[src/sv/integer_to_ascii_formatter_defines.svh]
// ----------------------------------------------------------------------------
// Integer to ASCII formatter: assertion macros
// Shared concurrent assertion wrappers; empty when SYNTHESIS is defined.
// ----------------------------------------------------------------------------
`ifndef INTEGER_TO_ASCII_FORMATTER_DEFINES_SVH
`define INTEGER_TO_ASCII_FORMATTER_DEFINES_SVH

`ifndef SYNTHESIS

// expr must hold at every clock edge out of reset
`define I2A_ASSERT(lbl, expr) \
  lbl: assert property (@(posedge clk) disable iff (!rst_n) (expr)) \
    else $error("i2a: assertion failed");

// cons must hold in the cycle after ante
`define I2A_ASSERT_NEXT(lbl, ante, cons) \
  lbl: assert property (@(posedge clk) disable iff (!rst_n) (ante) |=> (cons)) \
    else $error("i2a: assertion failed");

`else

`define I2A_ASSERT(lbl, expr)
`define I2A_ASSERT_NEXT(lbl, ante, cons)

`endif

`endif

[src/sv/i2a_pkg.sv]
// ----------------------------------------------------------------------------
// i2a_pkg
// Shared types, constants and the digit-to-ASCII mapping.
// ----------------------------------------------------------------------------
package i2a_pkg;

  localparam int VALUE_WIDTH_DEF = 32;
  localparam int OPCODE_W        = 3;
  localparam int VALUE_FIELD_W   = 32;
  localparam int CHAR_W          = 8;

  // input opcodes
  localparam logic [OPCODE_W-1:0] OP_SDEC = 3'd0;
  localparam logic [OPCODE_W-1:0] OP_UDEC = 3'd1;
  localparam logic [OPCODE_W-1:0] OP_OCT  = 3'd2;
  localparam logic [OPCODE_W-1:0] OP_HEXL = 3'd3;
  localparam logic [OPCODE_W-1:0] OP_HEXU = 3'd4;
  localparam logic [OPCODE_W-1:0] OP_LIT  = 3'd5;

  localparam logic [CHAR_W-1:0] CH_ZERO    = 8'h30;
  localparam logic [CHAR_W-1:0] CH_LOWER_A = 8'h61;
  localparam logic [CHAR_W-1:0] CH_UPPER_A = 8'h41;
  localparam logic [CHAR_W-1:0] CH_MINUS   = 8'h2D;

  // conversion kind after decode
  typedef enum logic [2:0] {
    KIND_DEC,
    KIND_OCT,
    KIND_HEXL,
    KIND_HEXU,
    KIND_LIT
  } kind_t;

  typedef struct packed {
    kind_t kind;
    logic  neg;
  } ctl_t;

  localparam int CTL_W = $bits(ctl_t);

  function automatic logic [CHAR_W-1:0] digit_char(input logic [3:0] d, input logic upper);
    logic [CHAR_W-1:0] c;
    if (d < 4'd10) begin
      c = CH_ZERO + CHAR_W'(d);
    end else if (upper) begin
      c = CH_UPPER_A + CHAR_W'(d - 4'd10);
    end else begin
      c = CH_LOWER_A + CHAR_W'(d - 4'd10);
    end
    return c;
  endfunction

endpackage

[src/sv/i2a_front.sv]
// ----------------------------------------------------------------------------
// i2a_front
// Decodes the opcode, masks the operand and takes the magnitude of negative
// signed values; pushes one entry per accepted word with a used opcode.
// ----------------------------------------------------------------------------
module i2a_front #(
  parameter int VALUE_WIDTH = i2a_pkg::VALUE_WIDTH_DEF
) (
  input  logic                                in_valid,
  output logic                                in_stall,
  input  logic [i2a_pkg::OPCODE_W-1:0]        in_opcode,
  input  logic [i2a_pkg::VALUE_FIELD_W-1:0]   in_value,
  input  logic                                q_full,
  output logic                                push,
  output i2a_pkg::ctl_t                       push_ctl,
  output logic [VALUE_WIDTH-1:0]              push_mag
);

  logic [VALUE_WIDTH-1:0] x;
  logic                   op_ok;

  // truncates below 32 bits, zero-extends above
  assign x = VALUE_WIDTH'(in_value);

  always_comb begin
    push_ctl.kind = i2a_pkg::KIND_DEC;
    push_ctl.neg  = 1'b0;
    push_mag      = x;
    op_ok         = 1'b1;
    unique case (in_opcode)
      i2a_pkg::OP_SDEC: begin
        if (x[VALUE_WIDTH-1]) begin
          push_ctl.neg = 1'b1;
          push_mag     = ~x + VALUE_WIDTH'(1);
        end
      end
      i2a_pkg::OP_UDEC: push_ctl.kind = i2a_pkg::KIND_DEC;
      i2a_pkg::OP_OCT:  push_ctl.kind = i2a_pkg::KIND_OCT;
      i2a_pkg::OP_HEXL: push_ctl.kind = i2a_pkg::KIND_HEXL;
      i2a_pkg::OP_HEXU: push_ctl.kind = i2a_pkg::KIND_HEXU;
      i2a_pkg::OP_LIT:  push_ctl.kind = i2a_pkg::KIND_LIT;
      default: op_ok = 1'b0;
    endcase
  end

  // unused opcodes are taken and dropped
  assign in_stall = q_full;
  assign push     = in_valid && !q_full && op_ok;

endmodule

[src/sv/i2a_queue.sv]
// ----------------------------------------------------------------------------
// i2a_queue
// Two-entry FIFO between the decode front and the conversion back end.
// ----------------------------------------------------------------------------
`include "integer_to_ascii_formatter_defines.svh"

module i2a_queue #(
  parameter int DATA_W = 8
) (
  input  logic              clk,
  input  logic              rst_n,
  input  logic              push,
  input  logic [DATA_W-1:0] push_data,
  input  logic              pop,
  output logic [DATA_W-1:0] pop_data,
  output logic              not_empty,
  output logic              full
);

  logic [DATA_W-1:0] mem_r [2];
  logic              wr_ptr_r, wr_ptr_nxt;
  logic              rd_ptr_r, rd_ptr_nxt;
  logic [1:0]        count_r, count_nxt;

  assign not_empty = (count_r != 2'd0);
  assign full      = (count_r == 2'd2);
  assign pop_data  = mem_r[rd_ptr_r];

  always_comb begin
    wr_ptr_nxt = push ? ~wr_ptr_r : wr_ptr_r;
    rd_ptr_nxt = pop ? ~rd_ptr_r : rd_ptr_r;
    count_nxt  = count_r;
    if (push && !pop) begin
      count_nxt = count_r + 2'd1;
    end else if (pop && !push) begin
      count_nxt = count_r - 2'd1;
    end
  end

  always_ff @(posedge clk) begin
    if (!rst_n) begin
      wr_ptr_r <= 1'b0;
      rd_ptr_r <= 1'b0;
      count_r  <= 2'd0;
    end else begin
      wr_ptr_r <= wr_ptr_nxt;
      rd_ptr_r <= rd_ptr_nxt;
      count_r  <= count_nxt;
    end
  end

  always_ff @(posedge clk) begin
    if (push) begin
      mem_r[wr_ptr_r] <= push_data;
    end
  end

  `I2A_ASSERT(a_q_no_overflow, !(push && full))
  `I2A_ASSERT(a_q_no_underflow, !(pop && !not_empty))
  `I2A_ASSERT(a_q_count_range, count_r != 2'd3)

endmodule

[src/sv/i2a_back.sv]
// ----------------------------------------------------------------------------
// i2a_back
// Converts one queued entry at a time into a digit register (double dabble
// for decimal, bit-group split for octal and hex), then emits characters
// most significant first through a registered output word; literals skip conversion.
// ----------------------------------------------------------------------------
`include "integer_to_ascii_formatter_defines.svh"

module i2a_back #(
  parameter int VALUE_WIDTH = i2a_pkg::VALUE_WIDTH_DEF
) (
  input  logic                          clk,
  input  logic                          rst_n,
  input  logic                          q_valid,
  input  i2a_pkg::ctl_t                 q_ctl,
  input  logic [VALUE_WIDTH-1:0]        q_mag,
  output logic                          q_pop,
  output logic                          out_valid,
  input  logic                          out_stall,
  output logic [i2a_pkg::CHAR_W-1:0]    out_character,
  output logic                          out_last
);

  localparam int NDIG        = (VALUE_WIDTH + 2) / 3;
  localparam int DIG_W       = 4 * NDIG;
  localparam int OCT_W       = 3 * NDIG;
  localparam int MW          = ((VALUE_WIDTH + 3) / 4) * 4;
  localparam int DD_STEPS    = 4;
  localparam int CONV_CYCLES = MW / DD_STEPS;
  localparam int CNT_W       = $clog2(CONV_CYCLES + 1);
  localparam int PTR_W       = $clog2(NDIG);

  typedef enum logic [1:0] {
    S_IDLE,
    S_CONV,
    S_SCAN,
    S_EMIT
  } state_t;

  state_t                      state_r, state_nxt;
  i2a_pkg::kind_t              kind_r, kind_nxt;
  logic                        neg_r, neg_nxt;
  logic [MW-1:0]               mag_r, mag_nxt;
  logic [DIG_W-1:0]            digits_r, digits_nxt;
  logic [CNT_W-1:0]            cnt_r, cnt_nxt;
  logic [PTR_W-1:0]            ptr_r, ptr_nxt;
  logic                        out_valid_r, out_valid_nxt;
  logic [i2a_pkg::CHAR_W-1:0]  out_char_r, out_char_nxt;
  logic                        out_last_r, out_last_nxt;

  logic [MW-1:0]    mag_pad;
  logic [OCT_W-1:0] mag_oct;
  logic [DIG_W-1:0] oct_digits;
  logic [DIG_W-1:0] dd_digits;
  logic [MW-1:0]    dd_mag;
  logic [PTR_W-1:0] lead;
  logic [3:0]       cur_digit;
  logic             out_load;

  assign mag_pad = MW'(q_mag);
  assign mag_oct = OCT_W'(q_mag);

  always_comb begin
    for (int i = 0; i < NDIG; i++) begin
      oct_digits[4*i +: 4] = {1'b0, mag_oct[3*i +: 3]};
    end
  end

  // double dabble, DD_STEPS input bits per cycle
  always_comb begin
    logic [DIG_W-1:0] bcd;
    logic [MW-1:0]    m;
    bcd = digits_r;
    m   = mag_r;
    for (int s = 0; s < DD_STEPS; s++) begin
      for (int i = 0; i < NDIG; i++) begin
        if (bcd[4*i +: 4] >= 4'd5) begin
          bcd[4*i +: 4] = bcd[4*i +: 4] + 4'd3;
        end
      end
      bcd = {bcd[DIG_W-2:0], m[MW-1]};
      m   = {m[MW-2:0], 1'b0};
    end
    dd_digits = bcd;
    dd_mag    = m;
  end

  // highest nonzero digit, zero if none
  always_comb begin
    lead = '0;
    for (int i = 0; i < NDIG; i++) begin
      if (digits_r[4*i +: 4] != 4'd0) begin
        lead = PTR_W'(i);
      end
    end
  end

  assign cur_digit = digits_r[4*ptr_r +: 4];
  assign out_load  = (state_r == S_EMIT) && (!out_valid_r || !out_stall);
  assign q_pop     = (state_r == S_IDLE) && q_valid;

  always_comb begin
    state_nxt     = state_r;
    kind_nxt      = kind_r;
    neg_nxt       = neg_r;
    mag_nxt       = mag_r;
    digits_nxt    = digits_r;
    cnt_nxt       = cnt_r;
    ptr_nxt       = ptr_r;
    out_valid_nxt = out_valid_r && out_stall;
    out_char_nxt  = out_char_r;
    out_last_nxt  = out_last_r;

    unique case (state_r)
      S_IDLE: begin
        if (q_valid) begin
          kind_nxt = q_ctl.kind;
          neg_nxt  = q_ctl.neg;
          mag_nxt  = mag_pad;
          unique case (q_ctl.kind)
            i2a_pkg::KIND_DEC: begin
              digits_nxt = '0;
              cnt_nxt    = CNT_W'(CONV_CYCLES);
              state_nxt  = S_CONV;
            end
            i2a_pkg::KIND_OCT: begin
              digits_nxt = oct_digits;
              state_nxt  = S_SCAN;
            end
            i2a_pkg::KIND_HEXL, i2a_pkg::KIND_HEXU: begin
              digits_nxt = DIG_W'(mag_pad);
              state_nxt  = S_SCAN;
            end
            default: state_nxt = S_EMIT;
          endcase
        end
      end
      S_CONV: begin
        digits_nxt = dd_digits;
        mag_nxt    = dd_mag;
        cnt_nxt    = cnt_r - CNT_W'(1);
        if (cnt_r == CNT_W'(1)) begin
          state_nxt = S_SCAN;
        end
      end
      S_SCAN: begin
        ptr_nxt   = lead;
        state_nxt = S_EMIT;
      end
      S_EMIT: begin
        if (out_load) begin
          out_valid_nxt = 1'b1;
          if (kind_r == i2a_pkg::KIND_LIT) begin
            out_char_nxt = mag_r[i2a_pkg::CHAR_W-1:0];
            out_last_nxt = 1'b1;
            state_nxt    = S_IDLE;
          end else if (neg_r) begin
            out_char_nxt = i2a_pkg::CH_MINUS;
            out_last_nxt = 1'b0;
            neg_nxt      = 1'b0;
          end else begin
            out_char_nxt = i2a_pkg::digit_char(cur_digit, kind_r == i2a_pkg::KIND_HEXU);
            out_last_nxt = (ptr_r == '0);
            ptr_nxt      = ptr_r - PTR_W'(1);
            if (ptr_r == '0) begin
              state_nxt = S_IDLE;
            end
          end
        end
      end
      default: state_nxt = S_IDLE;
    endcase
  end

  always_ff @(posedge clk) begin
    if (!rst_n) begin
      state_r     <= S_IDLE;
      out_valid_r <= 1'b0;
    end else begin
      state_r     <= state_nxt;
      out_valid_r <= out_valid_nxt;
    end
    kind_r     <= kind_nxt;
    neg_r      <= neg_nxt;
    mag_r      <= mag_nxt;
    digits_r   <= digits_nxt;
    cnt_r      <= cnt_nxt;
    ptr_r      <= ptr_nxt;
    out_char_r <= out_char_nxt;
    out_last_r <= out_last_nxt;
  end

  assign out_valid     = out_valid_r;
  assign out_character = out_char_r;
  assign out_last      = out_last_r;

  `I2A_ASSERT(a_conv_only_decimal, (state_r != S_CONV) || (kind_r == i2a_pkg::KIND_DEC))
  `I2A_ASSERT_NEXT(a_last_ends_run, out_load && out_last_nxt, state_r == S_IDLE)
  `I2A_ASSERT_NEXT(a_out_held, out_valid_r && out_stall, out_valid_r && $stable(out_char_r) && $stable(out_last_r))

endmodule

[src/sv/integer_to_ascii_formatter.sv]
// An accepted word is written to the queue; the back end pops it in S_IDLE and then
// runs S_CONV and S_SCAN (decimal), S_SCAN (octal, hex) or neither (literal) before
// S_EMIT loads the first character into the output register. The back end holds
// one item at a time and takes the next only once its last character is loaded.
// A two-entry queue takes new words while the back end converts or stalls.
// Reset (synchronous, rst_n low) empties the queue and the output register.
// ----------------------------------------------------------------------------
// integer_to_ascii_formatter
// Converts an integer to ASCII in signed or unsigned decimal, octal or hex,
// or passes a literal character, one character per output word.
// ----------------------------------------------------------------------------
module integer_to_ascii_formatter #(
  parameter int VALUE_WIDTH = i2a_pkg::VALUE_WIDTH_DEF
) (
  input  logic                                clk,
  input  logic                                rst_n,
  input  logic                                in_valid,
  output logic                                in_stall,
  input  logic [i2a_pkg::OPCODE_W-1:0]        in_opcode,
  input  logic [i2a_pkg::VALUE_FIELD_W-1:0]   in_value,
  output logic                                out_valid,
  input  logic                                out_stall,
  output logic [i2a_pkg::CHAR_W-1:0]          out_character,
  output logic                                out_last
);

  localparam int DATA_W = i2a_pkg::CTL_W + VALUE_WIDTH;

  logic                   push;
  i2a_pkg::ctl_t          push_ctl;
  logic [VALUE_WIDTH-1:0] push_mag;
  logic                   q_full;
  logic                   q_valid;
  logic                   q_pop;
  logic [DATA_W-1:0]      q_data;
  i2a_pkg::ctl_t          q_ctl;
  logic [VALUE_WIDTH-1:0] q_mag;

  i2a_front #(
    .VALUE_WIDTH (VALUE_WIDTH)
  ) u_front (
    .in_valid  (in_valid),
    .in_stall  (in_stall),
    .in_opcode (in_opcode),
    .in_value  (in_value),
    .q_full    (q_full),
    .push      (push),
    .push_ctl  (push_ctl),
    .push_mag  (push_mag)
  );

  i2a_queue #(
    .DATA_W (DATA_W)
  ) u_queue (
    .clk       (clk),
    .rst_n     (rst_n),
    .push      (push),
    .push_data ({push_ctl, push_mag}),
    .pop       (q_pop),
    .pop_data  (q_data),
    .not_empty (q_valid),
    .full      (q_full)
  );

  assign q_ctl = i2a_pkg::ctl_t'(q_data[DATA_W-1 -: i2a_pkg::CTL_W]);
  assign q_mag = q_data[VALUE_WIDTH-1:0];

  i2a_back #(
    .VALUE_WIDTH (VALUE_WIDTH)
  ) u_back (
    .clk           (clk),
    .rst_n         (rst_n),
    .q_valid       (q_valid),
    .q_ctl         (q_ctl),
    .q_mag         (q_mag),
    .q_pop         (q_pop),
    .out_valid     (out_valid),
    .out_stall     (out_stall),
    .out_character (out_character),
    .out_last      (out_last)
  );

endmodule
[config.mk]
export PLATFORM = sky130hd
export DESIGN_NAME = integer_to_ascii_formatter
export DESIGN_NICKNAME = d
export VERILOG_FILES = /design/src/sv/i2a_pkg.sv /design/src/sv/i2a_front.sv /design/src/sv/i2a_queue.sv /design/src/sv/i2a_back.sv /design/src/sv/integer_to_ascii_formatter.sv
export VERILOG_INCLUDE_DIRS = /design/src /design/src/sv
export SDC_FILE = /design/constraint.sdc
export NUM_CORES = 1
export LEC_CHECK = 0
export ABC_AREA = 1
export BUFFER_PORTS_ARGS = -buffer_cell sky130_fd_sc_hd__buf_2
export CORE_AREA = 5 5 165 246
export DETAILED_ROUTE_END_ITERATION = 10
export DIE_AREA = 0 0 170 251
export HOLD_SLACK_MARGIN = 0.1
export PLACE_DENSITY = 0.56
export SYNTH_ARGS = -nofsm -noshare
export SYNTH_HDL_FRONTEND = slang
export SYNTH_SLANG_ARGS = --single-unit
[constraint.sdc]
create_clock -name clk -period 4.06 [get_ports clk]
set_input_delay 0.203 -clock clk [delete_from_list [all_inputs] [get_ports clk]]
set_output_delay 0.203 -clock clk [all_outputs]
set_load 0.01 [all_outputs]
# ---- After elaboration in Yosys (flattened, before gate mapping)
# Memory sizes are Yosys's and may differ from the RTL's. A register that Yosys moved wholly into a read port is not among the register bits.
# Index checks and enable logic that the tools add are counted.
dict set report op_classes {
  addsub 53
  magnitude_cmp 45
  eq_ne 24
  shift 1
  mux 97
  n_bitwise 3
  n_reduce_logical 43
}
# operator count
set op_table {}
lappend op_table {{two-way mux 4 bit} 48}
lappend op_table {{greater-or-equal comparator 4 x 3 -> 1 bit (second input constant)} 44}
lappend op_table {{adder 4 x 2 -> 4 bit (second input constant)} 40}
lappend op_table {{one-hot mux 44 bit (3 select lines)} 1}
lappend op_table {{two-way mux 32 bit} 3}
lappend op_table {{one-hot mux 44 bit (2 select lines)} 1}
lappend op_table {{one-hot mux 32 bit (2 select lines)} 1}
lappend op_table {{two-way mux 44 bit} 1}
lappend op_table {{variable part select 44 x 7 -> 4 bit} 1}
lappend op_table {{nonzero test 4 bit} 10}
lappend op_table {{adder 32 x 1 -> 32 bit (second input constant)} 1}
lappend op_table {{two-way mux 8 bit} 4}
lappend op_table {{inverter 32 bit} 1}
lappend op_table {{two-way mux 3 bit} 8}
lappend op_table {{two-way mux 2 bit} 10}
lappend op_table {{adder 7 x 8 -> 8 bit (first input constant)} 2}
lappend op_table {{one-hot mux 4 bit (2 select lines)} 2}
lappend op_table {{equality test 3 x 2 -> 1 bit (second input constant)} 5}
lappend op_table {{two-way mux 1 bit} 14}
lappend op_table {{adder 3 x 2 -> 3 bit (second input constant)} 4}
lappend op_table {{one-hot mux 3 bit (4 select lines)} 1}
lappend op_table {{nonzero test 2 bit} 5}
lappend op_table {{equality test 3 bit (second input constant)} 3}
lappend op_table {{one-hot mux 2 bit (4 select lines)} 1}
lappend op_table {{other kinds (30)} 55}
dict set report word_totals {
  ff_bits 104
  mem_bits_rw 72
  in_bits 39
  out_inout_bits 11
  elab_cells 280
  n_memories 1
}
# memory words word_bits read_ports rd_ports_with_merged_regs write_ports line
set mem_list {}
lappend mem_list {u_queue.mem_r 2 36 1 1 1 i2a_queue.sv:20} ;# logic [DATA_W-1:0] mem_r [2];

# ---- Longest topological paths before layout
dict set report depth {
  ltp_word 12
  depth_mapped 27
  mapped_depth_nobuf 27
}

# ---- Cells and area by module
# From an unflattened synthesis, not the netlist that was laid out.
dict set report hier_totals {
  hier_cells 1806
  area_unflattened_um2 13759.4
}
# mod instances cells_each area_per_inst_um2 seq_area_each_um2
set modules_own_cells {}
lappend modules_own_cells {i2a_back 1 1430 9641.7 2972.9}
lappend modules_own_cells {i2a_queue 1 147 2979.1 2262.2}
lappend modules_own_cells {i2a_front 1 229 1138.6 0.0}

# ---- Least setup slack after synthesis
# Ideal clock, no wire load.
dict set report synth_timing {
  path_kind {flip-flop to flip-flop}
  startpoint {register u_back.state_r[0]}
  endpoint {register u_back.digits_r[0] (enable)}
  setup_ns 0.398
  t_arrival_ns 2.931
  t_required_ns 3.662
  path_slack_ns 0.731
  path_stages_with_launch 9
  n_path_buf 0
  period_less_slack_ns 3.329
  path_cell_list {dfxtp_1 -> inv_1 -> ha_1 -> inv_1 -> a21oi_1 -> a21oi_1 -> inv_1 -> o21ai_0 -> inv_1}
}
dict set report synth_via {
  elab_chain_len 3
  elab_cells_between_ends 6
  classes_between {3 x eq/ne; 3 x reduce/logical}
}
# element line
set synth_rtl {}
lappend synth_rtl {{from (decl)} i2a_back.sv:40} ;# state_t state_r, state_nxt;
lappend synth_rtl {{from (signal assigned)} i2a_back.sv:180} ;# state_r <= state_nxt;
lappend synth_rtl {{zero test 2 bit or equality test 2 x 1 -> 1 bit (tied branches)} i2a_back.sv:114} ;# unique case (state_r)
lappend synth_rtl {{inequality test 4 bit (no source line), or another cell as far along} n/a}
lappend synth_rtl {{AND reduction 3 bit (no source line) *} n/a}
lappend synth_rtl {{to (signal assigned)} i2a_back.sv:186} ;# digits_r <= digits_nxt;
lappend synth_rtl {{to (decl)} i2a_back.sv:44} ;# logic [DIG_W-1:0] digits_r, digits_nxt;
# Every way passes the cells marked *; elsewhere a longest branch is shown, timed or not.
# A chain may end at the register's enable or synchronous reset.

# ---- Worst setup path after layout
dict set report layout_timing {
  startpoint {register u_back.digits_r[36]}
  endpoint {register u_back.digits_r[42] (data pin)}
}
dict set report layout_via {
  elab_chain_len 9
  elab_cells_between_ends 19
  classes_between {6 x add/sub; 6 x order compare; 7 x mux}
}
# element line
set layout_rtl {}
lappend layout_rtl {{adder 4 x 2 -> 4 bit or greater-or-equal comparator 4 x 3 -> 1 bit (tied branches)} {i2a_back.sv:78, i2a_back.sv:77}}
lappend layout_rtl {{two-way mux 4 bit *} i2a_back.sv:77} ;# if (bcd[4*i +: 4] >= 4'd5) begin
lappend layout_rtl {{adder 4 x 2 -> 4 bit, or another cell as far along} i2a_back.sv:78} ;# bcd[4*i +: 4] = bcd[4*i +: 4] + 4'd3;
lappend layout_rtl {{two-way mux 4 bit or two-way mux 3 bit (tied branches)} i2a_back.sv:77}
lappend layout_rtl {{adder 4 x 2 -> 4 bit, or another cell as far along} i2a_back.sv:78}
lappend layout_rtl {{two-way mux 4 bit or two-way mux 3 bit (tied branches)} i2a_back.sv:77}
lappend layout_rtl {{greater-or-equal comparator 4 x 3 -> 1 bit or adder 3 x 2 -> 3 bit (tied branches)} {i2a_back.sv:77, i2a_back.sv:78}}
lappend layout_rtl {{two-way mux 3 bit *} i2a_back.sv:77}
lappend layout_rtl {{one-hot mux 44 bit (2 select lines) *} i2a_back.sv:114}
# Marked as above.

==> results.rst <==
.. list-table::
   :header-rows: 1

   * - Metric
     - Value
   * - Layout cells sized above 1
     - 14.9%
   * - Starting density of the core
     - 34.5%
   * - Overflow after GRT
     - 0
   * - Cts bufs inserted
     - 17
   * - Post-synthesis sequential area ratio
     - 39.7%
   * - Setup TNS
     - 0 ns
   * - Number of buffer and inverter stages on the critical path
     - 4
   * - Shortest period the worst path allows
     - 3.52 ns
   * - Largest net degree at the start of global routing
     - 72
   * - Routed WL per cell
     - 14.6 um
   * - Die X-Extent
     - 170 um
   * - Bufs on Longest Clock Path
     - 2
   * - Net count reported at finish
     - 1890
   * - Drt initial violations
     - 506
   * - CTS tree
     - yes
   * - Gpl congestion
     - 0.871
   * - Total length of routed wires
     - 33500 um
   * - Post-synth top area share
     - 38.5%
   * - Vias in the first global route
     - 11202
   * - Row Count
     - 88
   * - Final Hold Vio Count
     - 0
   * - Post-synthesis cell type with the largest combined area
     - sky130_fd_sc_hd__edfxtp_1
   * - Final critical-path share of the clock period
     - 86.7%
   * - Synthesis-to-finish area growth
     - 11.9%
   * - Clk slew on worst S/H paths
     - 0.07 ns
   * - Fin. max-slew vios
     - 0
   * - Critical path class
     - flop to flop
   * - HPWL after DPL
     - 26700 um
   * - Clk Latency, worst-skew pair
     - 0.44 ns
   * - Kind of capture point of the worst setup path
     - flop
   * - Number of port buffers
     - 49
   * - Die Area
     - 0.0427 mm2
   * - Gate Count Post-Synth
     - 1732
   * - Most instantiated flip-flop cell in the synthesis netlist
     - sky130_fd_sc_hd__edfxtp_1
   * - Number of remaining DRC errors
     - 0
   * - Initial antenna violation count
     - 0
   * - Gates resized, CTS repair
     - 0
   * - First-pass GRT wire length
     - 53900 um
   * - Average cell area after synthesis
     - 7.62 um2
   * - Commonest cells after routing, fill and taps aside
     - 462 x sky130_fd_sc_hd__nand2_1, 221 x sky130_fd_sc_hd__inv_1, 169 x sky130_fd_sc_hd__edfxtp_1, 122 x sky130_fd_sc_hd__nor2_1, 122 x sky130_fd_sc_hd__nand3_1
   * - Data required time of the worst path
     - 4.26 ns
   * - CP Data Arrival Time
     - 3.72 ns
   * - Final setup violating endpoints
     - 0
   * - Post-synth net total
     - 1831
   * - Height of the die
     - 251 um
   * - Sink Count
     - 177
   * - Total via count after detailed routing
     - 11420
   * - First drt pass iteration count
     - 5
   * - GRT Resource Usage Total
     - 15.6%
   * - Max Freq
     - 0.284 GHz
   * - Warnings from Yosys
     - 0
   * - Worst Path Max Fanout
     - 5
   * - Cell at the slowest stage of the critical path
     - sky130_fd_sc_hd__edfxtp_1
   * - Synth async-reset ratio
     - 0%
   * - Headroom to the max-slew limit
     - 25.8%
   * - Critical Path Max Stage Delay
     - 0.44 ns
   * - Fin Clk Skew
     - 0.00852 ns
   * - Area of the core
     - 0.0382 mm2
   * - Antenna-violating nets left
     - 0
   * - Top cells by area, synth
     - sky130_fd_sc_hd__edfxtp_1 38%, sky130_fd_sc_hd__nand2_1 13%, sky130_fd_sc_hd__inv_1 6.3%, sky130_fd_sc_hd__ha_1 5.7%, sky130_fd_sc_hd__nand3_1 4.6%
   * - Post-Synthesis Cell Area
     - 0.0132 mm2
   * - Total inserted antenna cells
     - 0
   * - EDFF count, synth
     - 169
   * - Number of distinct library cell variants in the gate-level netlist after synthesis
     - 54
   * - Register bit count reported by yosys
     - 177
   * - Unrepaired setup endpoints after global routing
     - no
   * - Deepest level of the CTS H-tree
     - 4
   * - Cell repeated most along the worst path
     - sky130_fd_sc_hd__nand2_1
   * - Number of buffers added for setup after CTS
     - 0
   * - Drt via density
     - 4.97
   * - # IOs
     - 50
   * - Dominant delay contributor by cell family on the critical path
     - simple AND/OR/NAND/NOR gates
   * - Most common library cell in the layout ignoring fill and taps
     - sky130_fd_sc_hd__nand2_1
   * - Crit-path cells
     - inv_1 -> ha_1 -> inv_1 -> nand2_2 -> nand3_2 -> nand3_1 -> inv_1 -> ha_1 -> o21ai_2 -> nand2_2 -> xor2_1 -> ha_1 -> nand2_1 -> nand2_1 -> nand2_1 -> xor2_1 -> ha_1 -> nand2_1 -> nand3_1 -> nand2_1 -> inv_2 -> nand2_1 -> nand2_1 -> nor2_1
   * - Number of max-capacitance violations reported
     - 0
   * - Hold crit path type
     - primary input to flop
   * - Clock tree root buffer cell
     - sky130_fd_sc_hd__clkbuf_16
   * - Startpoint kind of the worst setup timing path
     - flop
   * - Measured slew at the worst slew-check pin
     - 1.10 ns
   * - Result of the run
     - finished clean
## path summary, 6_finish.rpt
path | startpoint | slack (ns) | to | cells after the start
max | u_back.digits_r[36] | 0.54 | u_back.digits_r[42] | 24
min | in_value[9] | 0.12 | u_queue.mem_r[0][9] | 3
max reg2reg | u_back.digits_r[36] | 0.54 | u_back.digits_r[42] | 24
min reg2reg | u_queue.rd_ptr_r | 0.47 | flop | 1
## cell families (layout without fill, tap and decap cells)
| kind of cell | Yosys count | in the layout | synth area share [%] |
|---|---|---|---|
| and+or+nand+nor | 909 | 909 | 32.1 |
| xor gates and xnor gates | 36 | 36 | 2.45 |
| buffers and inverters | 288 | 360 | 8.29 |
| AOI/OAI and AO/OA | 247 | 247 | 10.6 |
| DFF | 177 | 177 | 39.7 |
| adders and majority gates | 60 | 60 | 5.69 |
| muxes | 15 | 15 | 1.14 |
## worst min-delay path, delay by kind of cell
kind | cells | cell delay (ns)
buffers and inverters | 2 | 0.18
XOR/XNOR | 1 | 0.07
## cell type report
cell class,count,area (um2)
fillers,3902,23400
repair buffers,73,453
flip-flops and latches,177,5240
multi-input cells,1267,6890
well taps,495,619
clock buffers,18,429
clock inverters,14,176
inverters,255,957
## what timing repair did
action	CTS	global route
hold endpoints to repair	26	0
endpoints found under the setup margin	0	0
hold buffers	11	0
## per-layer routing
metal | vias to the layer above | global-route usage [%] | part of all wire, %
met5 | - | 0 | 0
met4 | 0 | 7.28 | 4.6
met3 | 75 | 2.06 | 2.7
met2 | 223 | 30.1 | 54
met1 | 5239 | 16.4 | 39
li1 | 5883 | - | -
## state kept, by name, summed over array words and instances, names as in the netlist, named ones only
| register | cells |
|---|---|
| u_queue.wr_ptr_r | 1 |
| u_queue.count_r | 2 |
| u_queue.rd_ptr_r | 1 |
| u_back.neg_r | 1 |
| u_back.ptr_r | 4 |
| u_back.cnt_r | 4 |
| u_back.state_r | 2 |
| u_back.out_valid | 1 |
| u_queue.mem_r | 72 |
| u_back.digits_r | 44 |
| u_back.out_last | 1 |
| u_back.out_character | 8 |
| u_back.mag_r | 32 |
| u_back.kind_r | 3 |
## synthesized netlist by cell type, types with 23 or more instances
| master | count |
|---|---|
| sky130_fd_sc_hd__nand2_1 | 462 |
| sky130_fd_sc_hd__ha_1 | 60 |
| sky130_fd_sc_hd__o22ai_1 | 26 |
| sky130_fd_sc_hd__edfxtp_1 | 169 |
| sky130_fd_sc_hd__inv_1 | 222 |
| sky130_fd_sc_hd__nand3_2 | 31 |
| sky130_fd_sc_hd__nand3_1 | 122 |
| sky130_fd_sc_hd__nand2_2 | 66 |
| sky130_fd_sc_hd__o21ai_0 | 100 |
| sky130_fd_sc_hd__xor2_1 | 23 |
| sky130_fd_sc_hd__nand4_1 | 34 |
| sky130_fd_sc_hd__nor2_1 | 124 |
| sky130_fd_sc_hd__inv_2 | 28 |
| sky130_fd_sc_hd__a21oi_1 | 59 |
## per-stage QoR
stage / setup slack [ns] / cell area, um2 / utilization [%] / hold WS, ns / std cells
after detailed placement: 0.528 / 14000 / 36.8 / 0.417 / 2256
final: 0.540 / 14800 / 38.6 / 0.122 / 2299
after global routing: 0.0567 / 14800 / 38.6 / 0.123 / 2299
after CTS: 0.511 / 14800 / 38.6 / 0.103 / 2299
after global placement: 0.668 / 14000 / 36.8 / 0.411 / 2256
after floorplan: 0.731 / 13200 / - / 0.302 / 1732
Power is not shown: default switching activity piles up to over one toggle a cycle in this logic, so the estimate is an artifact.
